### src/hdl/dcav_pkg.sv
// Shared types and constants for the assist voter.
package dcav_pkg;

    localparam int unsigned FIFO_DEPTH = 4;

    typedef enum logic [1:0] {
        MODE_BOTH = 2'd0,
        MODE_A    = 2'd1,
        MODE_B    = 2'd2,
        MODE_SAFE = 2'd3
    } vote_mode_t;

    localparam logic [15:0] TIME_BOTH = 16'd47500;
    localparam logic [15:0] TIME_A    = 16'd50000;
    localparam logic [15:0] TIME_B    = 16'd45000;

    // classified sample pair handed from front to back
    typedef struct packed {
        logic signed [16:0] a_torque;
        logic               a_healthy;
        logic [13:0]        a_conf;
        logic signed [16:0] b_torque;
        logic               b_healthy;
        logic [13:0]        b_conf;
        logic               cross_ok;
    } dcav_item_t;

    typedef struct packed {
        logic signed [16:0] assist_torque;
        logic               enable_a;
        logic               enable_b;
        logic [13:0]        out_conf;
        logic [15:0]        apply_time;
        logic [1:0]         vote_mode;
        logic               limit_hit;
    } dcav_result_t;

endpackage

### src/hdl/dcav_front.sv
// Front end: per-channel checks, channel torques and cross-check.
module dcav_front (
    input  logic                clk,
    input  logic                rst_n,
    input  logic                in_en,
    input  logic signed [20:0]  a_angle,
    input  logic        [16:0]  a_speed,
    input  logic        [31:0]  a_stamp,
    input  logic        [13:0]  a_conf,
    input  logic        [31:0]  a_check,
    input  logic        [7:0]   a_ident,
    input  logic signed [17:0]  b_torque,
    input  logic        [16:0]  b_speed,
    input  logic        [31:0]  b_stamp,
    input  logic        [13:0]  b_conf,
    input  logic        [31:0]  b_check,
    input  logic        [7:0]   b_ident,
    output logic                out_en,
    output dcav_pkg::dcav_item_t item
);

    localparam int LAT = 4;

    // tag layout: sign of angle, A ok, A conf, B torque, B ok, B conf, cross ok
    logic [3:0]          vld_reg;
    logic [48:0]         s1_tag_reg;
    logic [16:0]         s1_q10_reg;
    logic                s1_hi_reg;
    logic [13:0]         s1_sq_reg;
    logic [26:0]         s1_spk_reg;
    logic [48:0]         s2_tag_reg;
    logic [16:0]         s2_q10_reg;
    logic [13:0]         s2_fac_reg;
    logic [48:0]         s3_tag_reg;
    logic [30:0]         s3_pm_reg;
    logic [48:0]         s4_tag_reg;
    logic [16:0]         s4_qm_reg;

    logic [20:0] amag;
    logic [17:0] bmag;
    logic [31:0] dsk;
    logic [31:0] skew;
    logic [17:0] sdiff;
    logic [41:0] q10_full;
    logic [41:0] sq_full;
    logic signed [20:0] bt;
    logic signed [16:0] bts;
    logic [1:0]  bmul;
    logic a_ok, b_ok, x_ok;
    logic [27:0] sq_back;
    logic [13:0] quo_a;
    logic [13:0] fac;
    logic [61:0] pq;
    logic [16:0] qs;
    logic signed [16:0] at;

    // stage 1: checks, angle over ten, speed quotient estimate, B torque
    assign amag = a_angle[20] ? 21'(-a_angle) : 21'(a_angle);
    assign bmag = b_torque[17] ? 18'(-b_torque) : 18'(b_torque);
    assign dsk  = a_stamp - b_stamp;
    assign skew = dsk[31] ? 32'(-dsk) : dsk;
    assign sdiff = (a_speed >= b_speed) ? 18'(a_speed - b_speed) : 18'(b_speed - a_speed);
    assign q10_full = 42'(amag) * 42'd838861;
    assign sq_full  = 42'(a_speed) * 42'd19328000;
    assign a_ok = (a_check != 32'd0) && (a_ident == 8'd1) && (amag <= 21'd720000)
                  && (a_speed <= 17'd55556) && (a_conf >= 14'd8000);
    assign b_ok = (b_check != 32'd0) && (b_ident == 8'd2) && (bmag <= 18'd100000)
                  && (b_conf > 14'd7500);
    assign bmul = (b_speed > 17'd19444) ? 2'd2 : ((b_speed > 17'd8333) ? 2'd1 : 2'd0);
    always_comb
    begin
        case (bmul)
            2'd0:    bt = 21'(b_torque) <<< 3;
            2'd1:    bt = (21'(b_torque) <<< 2) + (21'(b_torque) <<< 1);
            default: bt = 21'(b_torque) <<< 2;
        endcase
    end
    always_comb
    begin
        if (bt > 21'sd48000)
            bts = 17'sd48000;
        else if (bt < -21'sd48000)
            bts = -17'sd48000;
        else
            bts = 17'(bt);
    end
    assign x_ok = (skew <= 32'd10000) && (sdiff <= 18'd2778)
                  && !((amag > 21'd30000) && (bmag < 18'd1000))
                  && !((a_conf < 14'd5000) && (b_conf < 14'd5000));

    always_ff @(posedge clk or negedge rst_n)
    begin
        if (!rst_n)
        begin
            vld_reg <= '0;
        end
        else
        begin
            vld_reg <= {vld_reg[2:0], in_en};
        end
    end

    always_ff @(posedge clk)
    begin
        s1_tag_reg <= {a_angle[20], a_ok, a_conf, bts, b_ok, b_conf, x_ok};
        s1_q10_reg <= q10_full[39:23];
        s1_hi_reg  <= a_speed > 17'd13889;
        s1_sq_reg  <= 14'(sq_full[41:30]);
        s1_spk_reg <= 27'(a_speed) * 27'd1000;
    end

    // stage 2: correct speed quotient, speed factor
    assign sq_back = 28'(s1_sq_reg) * 28'd55556;
    assign quo_a   = (sq_back > 28'(s1_spk_reg)) ? s1_sq_reg - 14'd1 : s1_sq_reg;
    always_comb
    begin
        fac = 14'd10000;
        if (s1_hi_reg)
        begin
            fac = 14'd8000 - quo_a;
            if (fac < 14'd3000)
            begin
                fac = 14'd3000;
            end
        end
    end

    always_ff @(posedge clk)
    begin
        s2_tag_reg <= s1_tag_reg;
        s2_q10_reg <= s1_q10_reg;
        s2_fac_reg <= fac;
    end

    // stage 3: magnitude product
    always_ff @(posedge clk)
    begin
        s3_tag_reg <= s2_tag_reg;
        s3_pm_reg  <= 31'(s2_q10_reg) * 31'(s2_fac_reg);
    end

    // stage 4: divide by ten thousand
    assign pq = 62'(s3_pm_reg) * 62'd879609303;

    always_ff @(posedge clk)
    begin
        s4_tag_reg <= s3_tag_reg;
        s4_qm_reg  <= pq[59:43];
    end

    assign qs = (s4_qm_reg > 17'd50000) ? 17'd50000 : s4_qm_reg;
    assign at = s4_tag_reg[48] ? -$signed(qs) : $signed(qs);

    assign out_en          = vld_reg[3];
    assign item.a_healthy  = s4_tag_reg[47];
    assign item.a_conf     = s4_tag_reg[46:33];
    assign item.a_torque   = s4_tag_reg[47] ? at : 17'sd0;
    assign item.b_torque   = s4_tag_reg[15] ? $signed(s4_tag_reg[32:16]) : 17'sd0;
    assign item.b_healthy  = s4_tag_reg[15];
    assign item.b_conf     = s4_tag_reg[14:1];
    assign item.cross_ok   = s4_tag_reg[0];

    property p_lat;
        @(posedge clk) disable iff (!rst_n) in_en |-> ##(LAT) out_en;
    endproperty
    a_lat: assert property (p_lat) else $error("front latency broken");
    a_asat: assert property (@(posedge clk) disable iff (!rst_n)
        out_en |-> (item.a_torque <= 17'sd50000 && item.a_torque >= -17'sd50000))
        else $error("A torque out of range");
    a_bsat: assert property (@(posedge clk) disable iff (!rst_n)
        out_en |-> (item.b_torque <= 17'sd48000 && item.b_torque >= -17'sd48000))
        else $error("B torque out of range");

endmodule

### config.mk
export PLATFORM = sky130hd
export DESIGN_NAME = dcav_front
export DESIGN_NICKNAME = d
export VERILOG_FILES = /design/src/hdl/dcav_pkg.sv /design/src/hdl/dcav_front.sv
export SDC_FILE = /design/constraint.sdc
export NUM_CORES = 2
export LEC_CHECK = 0
export BUFFER_PORTS_ARGS = -buffer_cell sky130_fd_sc_hd__buf_4
export CORE_ASPECT_RATIO = 1.5
export CORE_MARGIN = 4
export CORE_UTILIZATION = 50
export CTS_CLUSTER_DIAMETER = 200
export DETAILED_ROUTE_END_ITERATION = 8
export GPL_ROUTABILITY_DRIVEN = 0
export PLACE_DENSITY = 0.8
export SLEW_MARGIN = 20
export SYNTH_ARGS = -nofsm -noshare
export SYNTH_HDL_FRONTEND = slang
export SYNTH_SLANG_ARGS = --single-unit
### constraint.sdc
create_clock -name clk -period 7.01 [get_ports clk]
set_clock_uncertainty 0.15 [all_clocks]
set_input_delay 1.0515 -clock clk [delete_from_list [all_inputs] [get_ports clk]]
set_output_delay 1.0515 -clock clk [all_outputs]
set_load 0.02 [all_outputs]
; ---- Yosys cells after proc, flatten, opt, wreduce, memory -nomap -nowiden
; Cells that the tools add are included.
[word_totals]
regBits = 333
latchBits = 0
mem_bits_rw = 0
romBits = 0
input_bits = 248
out_inout_bits = 66
wordCells = 89
memories = 0
[classes]
add_sub_neg = 10
mul = 6
div = 0
n_lt_le_gt_ge = 20
n_eq_ne = 3
shift = 0
n_mux = 14
bitwise = 1
reduce_logical = 19
[ops]
columns = op, n
row1 = 17-bit 2-to-1 mux, 5
row2 = 32-bit nonzero test, 2
row3 = "31-bit by 30-bit multiplier with 60-bit output, second input constant", 1
row4 = 21-bit case mux with 2 select lines, 1
row5 = "21-bit by 20-bit multiplier with 40-bit output, second input constant", 1
row6 = 18-bit 2-to-1 mux, 2
row7 = 17-bit by 17-bit subtractor with 18-bit output, 2
row8 = "17-bit by 14-bit greater-than comparator with 1-bit output, second input constant", 2
row9 = "32-bit by 14-bit less-or-equal comparator with 1-bit output, second input constant", 1
row10 = "17-bit by 15-bit multiplier with 32-bit output, second input constant", 1
row11 = 32-bit 2-to-1 mux, 1
row12 = 32-bit negation, 1
row13 = 32-bit subtractor, 1
row14 = 17-bit by 14-bit multiplier with 31-bit output, 1
row15 = 28-bit by 27-bit greater-than comparator with 1-bit output, 1
row16 = "14-bit by 13-bit less-than comparator with 1-bit output, second input constant", 2
row17 = 14-bit 2-to-1 mux, 2
row18 = "12-bit by 14-bit multiplier with 26-bit output, second input constant", 1
row19 = "17-bit by 7-bit multiplier with 24-bit output, second input constant", 1
row20 = 20-bit by 19-bit adder with 21-bit output, 1
row21 = "21-bit by 15-bit greater-than comparator with 1-bit output, second input constant", 1
row22 = "21-bit by 17-bit greater-than comparator with 1-bit output, second input constant", 1
row23 = "21-bit by 20-bit less-or-equal comparator with 1-bit output, second input constant", 1
row24 = "21-bit by 17-bit less-than comparator with 1-bit output, second input constant", 1
row25 = 26 further kinds, 39

; ---- Logic depth before layout (Yosys ltp)
[depth]
word_depth = 7
depth_mapped = 38

; ---- Least setup slack after synthesis
; OpenSTA, ideal clock, no wires.
[synth_path]
path_type = input port to flip-flop
startpoint = input port a_angle[4]
endpoint = register s1_q10_reg[16]
arrival_ns = 8.726
required_ns = 6.788
setup_slack_ns = -1.938
stages = 32
path_buffers = 0
path_cell_list = nor4_1 nand3b_1 or3_1 o41ai_1 xor2_1 inv_1 ha_1 inv_1 fa_1 inv_1 ha_1 inv_1 fa_1 fa_1 inv_1 fa_1 fa_1 ha_1 nand2_1 o21a_1 inv_1 o221ai_1 o21ai_0 nand4_1 a2111oi_0 o21a_1 o21ai_0 a21oi_1 nand4_1 a41o_1 o21bai_1 xnor2_1
[synth_between]
elab_chain_len = 3
[synth_lines]
columns = element, line_no
row1 = "start, declared", dcav_front.sv:6  ; input logic signed [20:0] a_angle,
row2 = 21-bit negation, dcav_front.sv:58  ; assign amag = a_angle[20] ? 21'(-a_angle) : 21'(a_angle);
row3 = 21-bit 2-to-1 mux *, dcav_front.sv:58
row4 = 21-bit by 20-bit multiplier with 40-bit output *, dcav_front.sv:63  ; assign q10_full = 42'(amag) * 42'd838861;
row5 = named net q10_full[39], dcav_front.sv:44  ; logic [41:0] q10_full;
row6 = "end signal, assigned", dcav_front.sv:106  ; s1_q10_reg <= q10_full[39:23];
row7 = "end, declared", dcav_front.sv:27  ; logic [16:0] s1_q10_reg;
; Mark *: on every way through the listed nets, which the timed path passes. The rest lies on a longest branch.
; A chain may end at the register's enable or synchronous reset.

; ---- Worst setup path after layout
[layout_path]
startpoint = input port a_angle[7]
endpoint = register s1_q10_reg[14]
; The elaborated chain is that of the path after synthesis.

==> results.yml <==
outcome:
  outcome: "complete, but fails checks"
  failed_checks: "setup timing"
clock_network:
  clockBufferDepth: 3
  clk_pin_slew_ns: 0.07
  cts_sinks: 329
  cts_root_buf: "clkbuf_16"
  clkLatencyLatePin_ns: 0.63
  cts-buffers-inserted: 31
  cts_tree: "done"
  htree_num_levels: 1
critical_path:
  path_class: "in2reg"
  slowest_stage: "or4_4"
  end_kind: "flip-flop"
  worstPathArrival_ns: 8.70
  cp.required_ns: 7.37
  cp-start-kind: "primary input"
  slowest_delay_ns: 0.58
  worstPathMaxFanout: 4
finish:
  area_growth_pct: 21.6
  nNetsFinal: 9060
  post-route-util_pct: 61.4
  n_fill_cell: 8398
  drive_gt1_share_pct: 21.2
global_route:
  grt_use_total_pct: 27.8
  grt_pass1_vias: 50600
  grt_max_degree: 27
  antenna_found_initial: 4
  grt_pass1_wl_um: 260000
  grt.overflow.total: 0
synthesis:
  synth_common_cells: "inv_1 (1548), ha_1 (1073), fa_1 (897), dfxtp_1 (325), nand2_1 (272)"
  synthTopCellsByArea: "fa_1 (32%), ha_1 (24%), dfxtp_1 (12%)"
  async_reset_ff_share_pct: 1.22
  ys.flop_type: "dfxtp_1"
  synth_seq_cells: 329
  ys_seq_area_share_pct: 11.7
  yosysTopAreaCell: "fa_1"
  yosys.cell_types.count: 92
  yosysMostFrequentCell: "inv_1"
  syn_nets: 8151
  syn_avg_cell_area_um2: 9.51
  synthCells: 5933
  synth_top_area_share_pct: 31.8
  synthesis.area_um2: 56400
  synth-edff-count: 0
  yosysWarnings: 0
timing:
  relSlewSlack_pct: 18.5
  slew_violations: 0
  hold_viol_final: 0
  tightest_slew_ns: 1.21
  layout_setup_ws_ns: -1.33
  report.final.setup_viol: 44
  max_freq_mhz: 120
  post-route-period-util_pct: 119
  rsz0062_at_grt: "yes"
  period_minus_slack_ns: 8.34
die:
  start_util_pct: 50.5
  coreArea_um2: 112000
  boundaryPins: 314
  die_w_um: 282
  rows: 150
  fp.dieH_um: 419
  design.die.area_um2: 118000
detailed_routing:
  wl_per_cell_um: 20.9
  ant_nets: 0
  firstDrtPassIters: 7
  drt-total-wl_um: 174000
  vias: 46300
  viasPerCell: 5.57
  route.detailed.drc: 0
  drtIter0Drc: 2778
worst_hold_path:
  hp-class: "reg2reg"
placement:
  hpwl_um: 140000
  port_buffers: 312
job:
  maxCapViolCount: 0
path summary, 6_finish.rpt:
check	slack, ns	cells after the start	endpoint	startpoint
worst max-delay path	-1.33	33	s1_q10_reg[14]	a_angle[7]
worst min-delay path	0.17	0	s2_q10_reg[9]	s1_q10_reg[9]
worst max register to register	-1.26	31	s4_qm_reg[16]	s3_pm_reg[21]
worst min register to register	0.17	0	s2_q10_reg[9]	s1_q10_reg[9]
max in group asynchronous	6.01	2	vld_reg[1]	rst_n
min in group asynchronous	0.60	2	vld_reg[2]	rst_n
placed cells by master, fill, tap and decap left out, types with 17 or more instances in the layout:
cell type,Yosys,layout
a211oi_1,26,17
a21o_1,84,83
a21oi_1,203,172
a21oi_2,1,31
a31oi_1,34,32
and2_1,149,145
and3_1,29,23
buf_4,32,944
buf_6,2,23
clkbuf_16,0,31
dfxtp_1,325,280
dfxtp_2,0,17
dfxtp_4,0,28
fa_1,897,858
fa_2,0,39
ha_1,1073,976
ha_2,0,17
ha_4,0,80
inv_1,1548,1491
inv_2,0,55
nand2_1,272,264
nand2b_1,31,30
nand3_1,73,70
nand4_1,47,47
nor2_1,153,139
nor2b_1,38,36
nor3_1,83,75
nor4_1,40,39
o211ai_1,21,21
o21a_1,38,38
o21ai_0,153,133
o21bai_1,30,27
or3_1,19,17
xnor2_1,162,151
xor2_1,55,51
what timing repair did:
action | in CTS | in global routing
hold buffers | 1 | 0
pin swaps | 170 | 219
cloned | 0 | 0
buffers inserted | 56 | 62
hold endpoints to repair | 1 | 0
resized for setup | 164 | 228
endpoints found under the setup margin | 47 | 51
layout make-up:
cell class	instances	area (um2)	area share, %
Inverter	1549	5820	8.48
Timing Repair Buffer	986	7690	11.2
Clock inverter	21	259	0.377
Tap cell	1444	1810	2.63
Antenna cell	1	2.50	0.00365
Multi-Input combinational cell	3945	45500	66.3
Sequential cell	329	6730	9.81
Clock buffer	35	801	1.17
metal layers:
metal  vias up  track usage [%]  wire [um]
met3       936             3.60       9660
met5         -                0          7
met2      2042             51.1      89700
met4         2             21.6      17400
met1     22700             28.3      57200
li1      20600                -          -
through the flow:
step           cells  TNS [ns]  setup WS, ns  hold WS [ns]  cell area, um2
3_5_place_dp    8154    -41.01         -2.18         0.162           65000
4_1_cts         8261    -14.66         -1.08         0.163           67300
5_1_grt         8310    -33.41         -1.57         0.175           68600
3_3_place_gp    8154    -34.88         -2.03         0.160           65000
6_report        8310    -25.03         -1.33         0.171           68600
2_1_floorplan   5933    -14.68         -1.47         0.160           57000
logic make-up (layout without fill, tap and decap cells):
kind of cell / Yosys count / after routing / share of synthesized area (%)
buffers and inverters: 1659 / 2591 / 11.3
xor gates and xnor gates: 217 / 217 / 3.37
adders and majority gates: 1970 / 1970 / 55.6
muxes: 14 / 14 / 0.257
other: 1 / 2 / 0.00664
AOI/OAI and AO/OA: 757 / 757 / 8.83
DFF: 329 / 329 / 11.7
and+or+nand+nor: 986 / 986 / 8.92
critical path, delay by kind of cell:
kind / cells / cell delay [ns]
AOI/OAI and AO/OA: 11 / 2.04
buffers and inverters: 8 / 0.57
and+or+nand+nor: 4 / 1.31
adders and majority gates: 8 / 3.39
xor gates and xnor gates: 2 / 0.33
Power is left out: the tool's default activity adds up to more than one toggle a clock period on the data nets, which glitch-free logic cannot reach.
