$ cat src/hdl/dcav_pkg.sv
// Shared types and constants for the assist voter.
package dcav_pkg;

    localparam int unsigned FIFO_DEPTH = 4;

    typedef enum logic [1:0] {
        MODE_BOTH = 2'd0,
        MODE_A    = 2'd1,
        MODE_B    = 2'd2,
        MODE_SAFE = 2'd3
    } vote_mode_t;

    localparam logic [15:0] TIME_BOTH = 16'd47500;
    localparam logic [15:0] TIME_A    = 16'd50000;
    localparam logic [15:0] TIME_B    = 16'd45000;

    // classified sample pair handed from front to back
    typedef struct packed {
        logic signed [16:0] a_torque;
        logic               a_healthy;
        logic [13:0]        a_conf;
        logic signed [16:0] b_torque;
        logic               b_healthy;
        logic [13:0]        b_conf;
        logic               cross_ok;
    } dcav_item_t;

    typedef struct packed {
        logic signed [16:0] assist_torque;
        logic               enable_a;
        logic               enable_b;
        logic [13:0]        out_conf;
        logic [15:0]        apply_time;
        logic [1:0]         vote_mode;
        logic               limit_hit;
    } dcav_result_t;

endpackage

$ cat src/hdl/dcav_div.sv
// Pipelined signed divider, one quotient bit per stage, truncating toward zero.
module dcav_div #(
    parameter int NW = 32,
    parameter int DW = 15,
    parameter int TW = 8
) (
    input  logic                 clk,
    input  logic                 rst_n,
    input  logic                 in_en,
    input  logic signed [NW-1:0] num,
    input  logic        [DW-1:0] den,
    input  logic        [TW-1:0] tag_in,
    output logic                 out_en,
    output logic signed [NW-1:0] quo,
    output logic        [TW-1:0] tag_out
);

    logic [NW:0]   vld_reg;
    logic [NW-1:0] q_reg   [NW+1];
    logic [DW:0]   r_reg   [NW+1];
    logic [DW-1:0] d_reg   [NW+1];
    logic          neg_reg [NW+1];
    logic [TW-1:0] t_reg   [NW+1];

    always_ff @(posedge clk or negedge rst_n)
    begin
        if (!rst_n)
        begin
            vld_reg <= '0;
        end
        else
        begin
            vld_reg <= {vld_reg[NW-1:0], in_en};
        end
    end

    always_ff @(posedge clk)
    begin
        q_reg[0]   <= num[NW-1] ? NW'(-num) : NW'(num);
        r_reg[0]   <= '0;
        d_reg[0]   <= den;
        neg_reg[0] <= num[NW-1];
        t_reg[0]   <= tag_in;
    end

    for (genvar s = 0; s < NW; s++)
    begin : g_stage
        logic [DW:0]   sh;
        logic [DW+1:0] diff;
        assign sh   = {r_reg[s][DW-1:0], q_reg[s][NW-1]};
        assign diff = {1'b0, sh} - {2'b00, d_reg[s]};
        always_ff @(posedge clk)
        begin
            d_reg[s+1]   <= d_reg[s];
            neg_reg[s+1] <= neg_reg[s];
            t_reg[s+1]   <= t_reg[s];
            if (!diff[DW+1])
            begin
                r_reg[s+1] <= diff[DW:0];
                q_reg[s+1] <= {q_reg[s][NW-2:0], 1'b1};
            end
            else
            begin
                r_reg[s+1] <= sh;
                q_reg[s+1] <= {q_reg[s][NW-2:0], 1'b0};
            end
        end
    end

    assign out_en  = vld_reg[NW];
    assign quo     = neg_reg[NW] ? NW'(-q_reg[NW]) : NW'(q_reg[NW]);
    assign tag_out = t_reg[NW];

endmodule

$ cat src/hdl/dcav_back.sv
// Back end: voter with weighted-average divider and output limit.
module dcav_back (
    input  logic                 clk,
    input  logic                 rst_n,
    input  logic                 in_en,
    input  dcav_pkg::dcav_item_t item,
    output logic                 out_en,
    output dcav_pkg::dcav_result_t res
);

    // stage 1: mode select and dividend
    logic                 v1_reg;
    logic signed [31:0]   num_reg;
    logic [14:0]          den_reg;
    logic [33:0]          tag_reg;

    logic                 both, aonly, bonly;
    assign both  = item.a_healthy && item.b_healthy && item.cross_ok;
    assign aonly = item.a_healthy && !item.b_healthy;
    assign bonly = !item.a_healthy && item.b_healthy;

    logic signed [31:0] pa, pb;
    assign pa = 32'(item.a_torque * $signed({1'b0, item.a_conf}));
    assign pb = 32'(item.b_torque * $signed({1'b0, item.b_conf}));

    logic [13:0] c_out;
    logic [15:0] t_out;
    logic [1:0]  m_out;
    logic        ea, eb;
    logic [13:0] csel;
    logic [16:0] c80;

    // four fifths of the confidence
    assign csel = aonly ? item.a_conf : item.b_conf;
    assign c80  = 17'((32'(csel) * 32'd52429) >> 16);

    always_comb
    begin
        c_out = 14'd0;
        t_out = 16'd0;
        m_out = dcav_pkg::MODE_SAFE;
        ea    = 1'b0;
        eb    = 1'b0;
        if (both)
        begin
            c_out = 14'((15'(item.a_conf) + 15'(item.b_conf)) >> 1);
            t_out = dcav_pkg::TIME_BOTH;
            m_out = dcav_pkg::MODE_BOTH;
            ea    = item.a_torque != 17'sd0;
            eb    = item.b_torque != 17'sd0;
        end
        else if (aonly)
        begin
            c_out = c80[13:0];
            t_out = dcav_pkg::TIME_A;
            m_out = dcav_pkg::MODE_A;
            ea    = item.a_torque != 17'sd0;
        end
        else if (bonly)
        begin
            c_out = c80[13:0];
            t_out = dcav_pkg::TIME_B;
            m_out = dcav_pkg::MODE_B;
            eb    = item.b_torque != 17'sd0;
        end
    end

    always_ff @(posedge clk or negedge rst_n)
    begin
        if (!rst_n)
        begin
            v1_reg <= 1'b0;
        end
        else
        begin
            v1_reg <= in_en;
        end
    end

    always_ff @(posedge clk)
    begin
        if (both)
        begin
            num_reg <= pa + pb;
            den_reg <= 15'(item.a_conf) + 15'(item.b_conf);
        end
        else if (aonly)
        begin
            num_reg <= 32'(item.a_torque) * 32'sd70;
            den_reg <= 15'd100;
        end
        else if (bonly)
        begin
            num_reg <= 32'(item.b_torque) * 32'sd70;
            den_reg <= 15'd100;
        end
        else
        begin
            num_reg <= '0;
            den_reg <= 15'd1;
        end
        tag_reg <= {c_out, t_out, m_out, ea, eb};
    end

    logic               dv;
    logic signed [31:0] q;
    logic [33:0]        dtag;

    dcav_div #(.NW(32), .DW(15), .TW(34)) u_div (
        .clk     (clk),
        .rst_n   (rst_n),
        .in_en   (v1_reg),
        .num     (num_reg),
        .den     (den_reg),
        .tag_in  (tag_reg),
        .out_en  (dv),
        .quo     (q),
        .tag_out (dtag)
    );

    logic hit;
    assign hit = (q > 32'sd52000) || (q < -32'sd52000);

    assign out_en            = dv;
    assign res.assist_torque = hit ? 17'sd0 : 17'(q);
    assign res.limit_hit     = hit;
    assign res.out_conf      = dtag[33:20];
    assign res.apply_time    = dtag[19:4];
    assign res.vote_mode     = dtag[3:2];
    assign res.enable_a      = dtag[1];
    assign res.enable_b      = dtag[0];

    a_safe: assert property (@(posedge clk) disable iff (!rst_n)
        out_en && res.vote_mode == dcav_pkg::MODE_SAFE |->
        res.assist_torque == 17'sd0 && !res.enable_a && !res.enable_b)
        else $error("fail-safe result not zero");
    a_single: assert property (@(posedge clk) disable iff (!rst_n)
        out_en && res.vote_mode == dcav_pkg::MODE_A |-> !res.enable_b)
        else $error("B enabled in A-only mode");
    a_hit: assert property (@(posedge clk) disable iff (!rst_n)
        out_en && res.limit_hit |-> res.assist_torque == 17'sd0)
        else $error("limit hit with torque");

endmodule

$ cat config.mk
export PLATFORM = sky130hd
export DESIGN_NAME = dcav_back
export DESIGN_NICKNAME = d
export VERILOG_FILES = /design/src/hdl/dcav_pkg.sv /design/src/hdl/dcav_div.sv /design/src/hdl/dcav_back.sv
export SDC_FILE = /design/constraint.sdc
export NUM_CORES = 2
export LEC_CHECK = 0
export ABC_AREA = 1
export ABC_CLOCK_PERIOD_IN_PS = 4200
export BUFFER_PORTS_ARGS = -buffer_cell sky130_fd_sc_hd__buf_4
export CORE_MARGIN = 4
export CORE_UTILIZATION = 45
export CTS_CLUSTER_DIAMETER = 60
export DETAILED_ROUTE_END_ITERATION = 16
export PLACE_DENSITY = 0.65
export SKIP_CTS_REPAIR_TIMING = 1
export SYNTH_ARGS = -nofsm -noshare
export SYNTH_HDL_FRONTEND = slang
export SYNTH_SLANG_ARGS = --single-unit
export TNS_END_PERCENT = 50
$ cat constraint.sdc
create_clock -name clk -period 4.2 [get_ports clk]
set_input_delay 1.26 -clock clk [delete_from_list [all_inputs] [get_ports clk]]
set_output_delay 1.26 -clock clk [all_outputs]
set_load 0.005 [all_outputs]
* Yosys cells after proc, flatten, opt, wreduce, memory -nomap -nowiden *
Memories as Yosys holds them, arrays and structs flattened.
Cells that the tools add are included.
Widths: inputs -> output; s select.

storage, ports and cells
  logic and storage cells = 279
  RAM bits = 3234
  bits in latches = 0
  register bits after elaboration = 115
  input port bits = 68
  memories kept = 5
  memory bits (read-only) = 0
  output and inout port bits = 53

memories
  memory         words  width  rd ports  clocked after Yosys merged registers in  wr ports  RTL line        source
  u_div.t_reg    33     34     33        0                                        33        dcav_div.sv:23  logic [TW-1:0] t_reg [NW+1];
  u_div.q_reg    33     32     33        0                                        33        dcav_div.sv:19  logic [NW-1:0] q_reg [NW+1];
  u_div.r_reg    33     16     32        0                                        33        dcav_div.sv:20  logic [DW:0] r_reg [NW+1];
  u_div.d_reg    33     15     32        0                                        33        dcav_div.sv:21  logic [DW-1:0] d_reg [NW+1];
  u_div.neg_reg  33     1      33        0                                        33        dcav_div.sv:22  logic neg_reg [NW+1];

operators by class
  bitwise gates (word level) = 64
  $lt $le $gt $ge = 2
  shift-type cells = 0
  div/mod/pow operators = 0
  add/sub/neg operators = 36
  muxes and demuxes = 150
  multiply operators = 5
  eq/ne operators = 0
  reductions and logical operators = 10

operators by type and width
  kind                    number
  $mux 32                 37
  $sub 16x15->17          32
  $mux 16                 33
  $mux 1                  71
  $mul 17x15->32          2
  $neg 32->32             2
  $or 1x1->1              64
  $mux 14                 4
  $mul 17x7->24 const B   2
  $reduce_bool 17->1      2
  $add 32x32->32          1
  $gt 32x17->1 const B    1
  $lt 32x17->1 const B    1
  $mul 14x16->30 const B  1
  $mux 15                 2
  $mux 17                 1
  $add 14x14->15          1
  $mux 7                  2
  $logic_and 1x1->1       4
  $logic_not 1->1         2
  $reduce_or 2->1         1
  $logic_or 1x1->1        1

* Depth between registers and ports, before layout *
  word-level depth = 7
  gate-level depth with buffers = 32
  depth with buffers taken out = 30

* By module *
Synthesis repeated with hierarchy kept, for this count alone.

unflattened totals
  cells, all modules = 15052
  area, all modules = 133501.8 um^2

modules (own cells, without submodules)
  module     times used  sequential area each (um^2)  cells each  area an instance (um^2)
  dcav_div   1           64006.4                      10851       102270.6
  dcav_back  1           1446.4                       4201        31231.2

* Least setup slack after synthesis *
No wires, ideal clock.

  path type = input port to flip-flop
  start point = input item[40] (netlist name)
  end point = register num_reg[31]
  cell stages on the path = 27
  library setup time = 120 ps
  arrival = 7508 ps
  path buffers = 2
  required time = 4080 ps
  path slack = -3428 ps
  cells stage by stage = clkbuf_1 > clkbuf_1 > nand2_1 > fa_1 > inv_1 > fa_1 > inv_1 > fa_1 > inv_1 > fa_1 > inv_1 > fa_1 > inv_1 > fa_1 > fa_1 > fa_1 > ha_1 > inv_1 > o21ai_0 > a21oi_1 > nor2_1 > a211oi_1 > o21ai_0 > nor2_1 > nand3_1 > nand3_1 > nand2_1

on the way
  longest elaborated chain between the ends = 3

RTL lines
  item                  RTL line         source
  from (decl)           dcav_back.sv:6   input dcav_pkg::dcav_item_t item,
  $mul 17x15->32        dcav_back.sv:23  assign pa = 32'(item.a_torque * $signed({1'b0, item.a_conf}));
  $add 32x32->32        dcav_back.sv:84  num_reg <= pa + pb;
  $mux 32               dcav_back.sv:82  if (both)
  to (signal assigned)  dcav_back.sv:84
  to (signal assigned)  dcav_back.sv:89  num_reg <= 32'(item.a_torque) * 32'sd70;
  to (signal assigned)  dcav_back.sv:94  num_reg <= 32'(item.b_torque) * 32'sd70;
  to (decl)             dcav_back.sv:13  logic signed [31:0] num_reg;

No other way between the ends.
A chain may end at the register's enable or synchronous reset.

* Worst setup path in the final report *
  start point = input item[22] (netlist name)
  end point = register num_reg[18]

on the way
  longest elaborated chain between the ends = 4
  elaborated cells between the ends (all ways) = 6
  classes of those cells = 1 x add/sub; 2 x mul; 3 x mux

RTL lines
  item                                                    RTL line
  branches (longest 3 deep; another with $mul 17x15->32)  -
  $mux 32 *                                               dcav_back.sv:82

Mark *: on every way between the ends.

==> results.sh <==
export IMPL_grt_pass1_wl_mm=396
export IMPL_cts_num_sinks=2931
export IMPL_clk_latency_ns=0.94
export IMPL_synth_top_area_frac=0.507
export IMPL_avgRoutedWirePerCell_um=15.6
export IMPL_critPathSlowestCell="fa_1"
export IMPL_end_kind="flip-flop"
export IMPL_finalSetupViolations=59
export IMPL_firstDrtPassIters=5
export IMPL_crit_type="in2reg"
export IMPL_tritoncts_num_buffers=302
export IMPL_avgSynthCellArea_sq_um=10.1
export IMPL_start_kind="input port"
export IMPL_synth_commonest_cells="dfxtp_1, inv_1, nand2_1"
export IMPL_row_count=184
export IMPL_die_area_sq_um=262000
export IMPL_tns_ns=-82.98
export IMPL_fin_crit_sh=1.59
export IMPL_place_hpwl_mm=194
export IMPL_drc_errors=0
export IMPL_fin_util=0.538
export IMPL_fin_skew_ns=0.0817
export IMPL_hold_viol=0
export IMPL_nets=13734
export IMPL_fin_ws_ns=-2.49
export IMPL_fin_crit_ns=6.69
export IMPL_max_clock_freq_ghz=0.150
export IMPL_initial_utilization=0.454
export IMPL_yosysWarnings=0
export IMPL_dieHeight_um=512
export IMPL_worst_slew_pin_slew_ns=0.992
export IMPL_wl_mm=245
export IMPL_drt_iter0_markers=3875
export IMPL_htree_levels=5
export IMPL_cts_tree="yes"
export IMPL_grt_pass1_vias=76301
export IMPL_gp_congestion=0.907
export IMPL_worstPathRequired_ns=4.98
export IMPL_slew_viol_final=0
export IMPL_outcome="finished with violations"
export IMPL_violations="negative setup slack"
export IMPL_ant_nets=0
export IMPL_synth_cell_area_sq_um=114000
export IMPL_nFillCells=22199
export IMPL_io_buffers=117
export IMPL_antenna_found_initial=11
export IMPL_syn_to_final_growth_pct=18.6
export IMPL_synth_distinct_cells=58
export IMPL_slew_headroom=0.337
export IMPL_layout_drive_gt1_share=0.140
export IMPL_post_drt_via_cell_ratio=4.69
export IMPL_grt_max_degree=47
export IMPL_synth_most_common_cell="dfxtp_1"
export IMPL_cap_violations=0
export IMPL_rsz0062_at_grt="true"
export IMPL_cts_root_buf="clkbuf_16"
export IMPL_cp_arrival_ns=7.47
export IMPL_synth_flop_cell="dfxtp_1"
export IMPL_core_sq_um=252000
export IMPL_synth_cells=11355
export IMPL_grt_usage=0.186
export IMPL_cts_clk_slew_worst_paths_ns=0.06
export IMPL_grt_overflow=0
export IMPL_num_vias=73916
export IMPL_synth_area_leader_cell="dfxtp_1"
export IMPL_largest_reg_flops=1056
export IMPL_worst_path_largest_cell_delay_ns=0.59
export IMPL_ys_seq_elements=2931
export IMPL_synth_edf_count=0
export IMPL_cpMostUsedCell="fa_1"
export IMPL_synth_area_top_cells="dfxtp_1, fa_1, ha_1, inv_1, nand2_1"
export IMPL_synth_async_reset_ratio=0.0116
export IMPL_crit_fanout=6
export IMPL_die_w_um=512
export IMPL_num_io_pins=121
export IMPL_ys_seq_area_frac=0.515
export IMPL_clk_path_buf_depth=4
export IMPL_hold_class="reg2reg"
## cells in the final DEF (no fill, tap or decap), types with 207 or more instances in the layout
cell type	Yosys	routed
dfxtp_1	2897	2897
inv_1	1925	1835
nand2_1	1486	1427
a21oi_1	1006	966
ha_1	837	794
nor2_1	706	685
buf_4	37	665
fa_1	639	584
o21ai_0	386	334
clkbuf_16	0	308
xor2_1	240	238
nand3_1	219	207
## metal layers
layer / GRT usage / up-vias / routed length (um)
met5: 0 / - / 13
met4: 0.0678 / 2 / 9040
met3: 0.0262 / 433 / 9680
met2: 0.322 / 1397 / 118000
met1: 0.237 / 34933 / 109000
li1: - / 37151 / -
## stage by stage
stage,std cells,instance area [sq um],setup slack (ns),hold slack (ns)
final,15762,136000,-2.49,0.267
after global routing,15759,136000,-2.67,0.264
after CTS,15713,133000,-2.68,0.262
after detailed placement,15191,123000,-3.60,0.312
after global placement,15191,123000,-3.60,0.310
after floorplan,11364,115000,-3.03,0.310
## final timing paths
check | from | to | slack (ns) | cells past startpoint
min reg2reg | den_reg[13]$_SDFF_PN0_ | u_div.d_reg[0][13]$_DFF_P_ | 0.27 | 0
max in group asynchronous | rst_n | u_div.vld_reg[2]$_DFF_PN0_ | 3.53 | 1
max reg2reg | u_div.q_reg[30][31]$_DFF_P_ | u_div.r_reg[31][13]$_DFF_P_ | 0.83 | 11
max | item[22] | num_reg[18]$_DFF_P_ | -2.49 | 26
min in group asynchronous | rst_n | u_div.vld_reg[32]$_DFF_PN0_ | 0.36 | 1
min | den_reg[13]$_SDFF_PN0_ | u_div.d_reg[0][13]$_DFF_P_ | 0.27 | 0
## kinds of logic (layout without fill, tap and decap cells)
logic type                 count (synthesis)  after routing  share of synthesized area
AOI/OAI and AO/OA                       1648           1648                     0.0779
and+or+nand+nor                         2686           2686                     0.0973
adders and majority gates               1476           1476                      0.203
other                                      1             16                  0.0000328
DFF                                     2931           2931                      0.515
xor gates and xnor gates                 426            426                     0.0327
buffers and inverters                   2187           3231                     0.0741
## cell type report
type | count | area [sq um] | area share
Sequential cell | 2931 | 58800 | 0.434
Multi-Input combinational cell | 6246 | 48800 | 0.359
Clock buffer | 405 | 8580 | 0.0632
Inverter | 1934 | 7270 | 0.0536
Timing Repair Buffer | 775 | 6560 | 0.0483
Tap cell | 3348 | 4190 | 0.0309
Clock inverter | 117 | 1440 | 0.0106
Antenna cell | 6 | 15.0 | 0.000111
## critical path: cells and delay by family
family	cells	cell delay (ns)
adder cells (fa/ha/maj)	9	4.43
buffers and inverters	9	0.63
AO/OA/AOI/OAI	4	0.59
AND/OR/NAND/NOR	3	0.30
XOR/XNOR	1	0.24
Power is not shown: default switching activity piles up to over one toggle a cycle in this logic, so the estimate is an artifact.
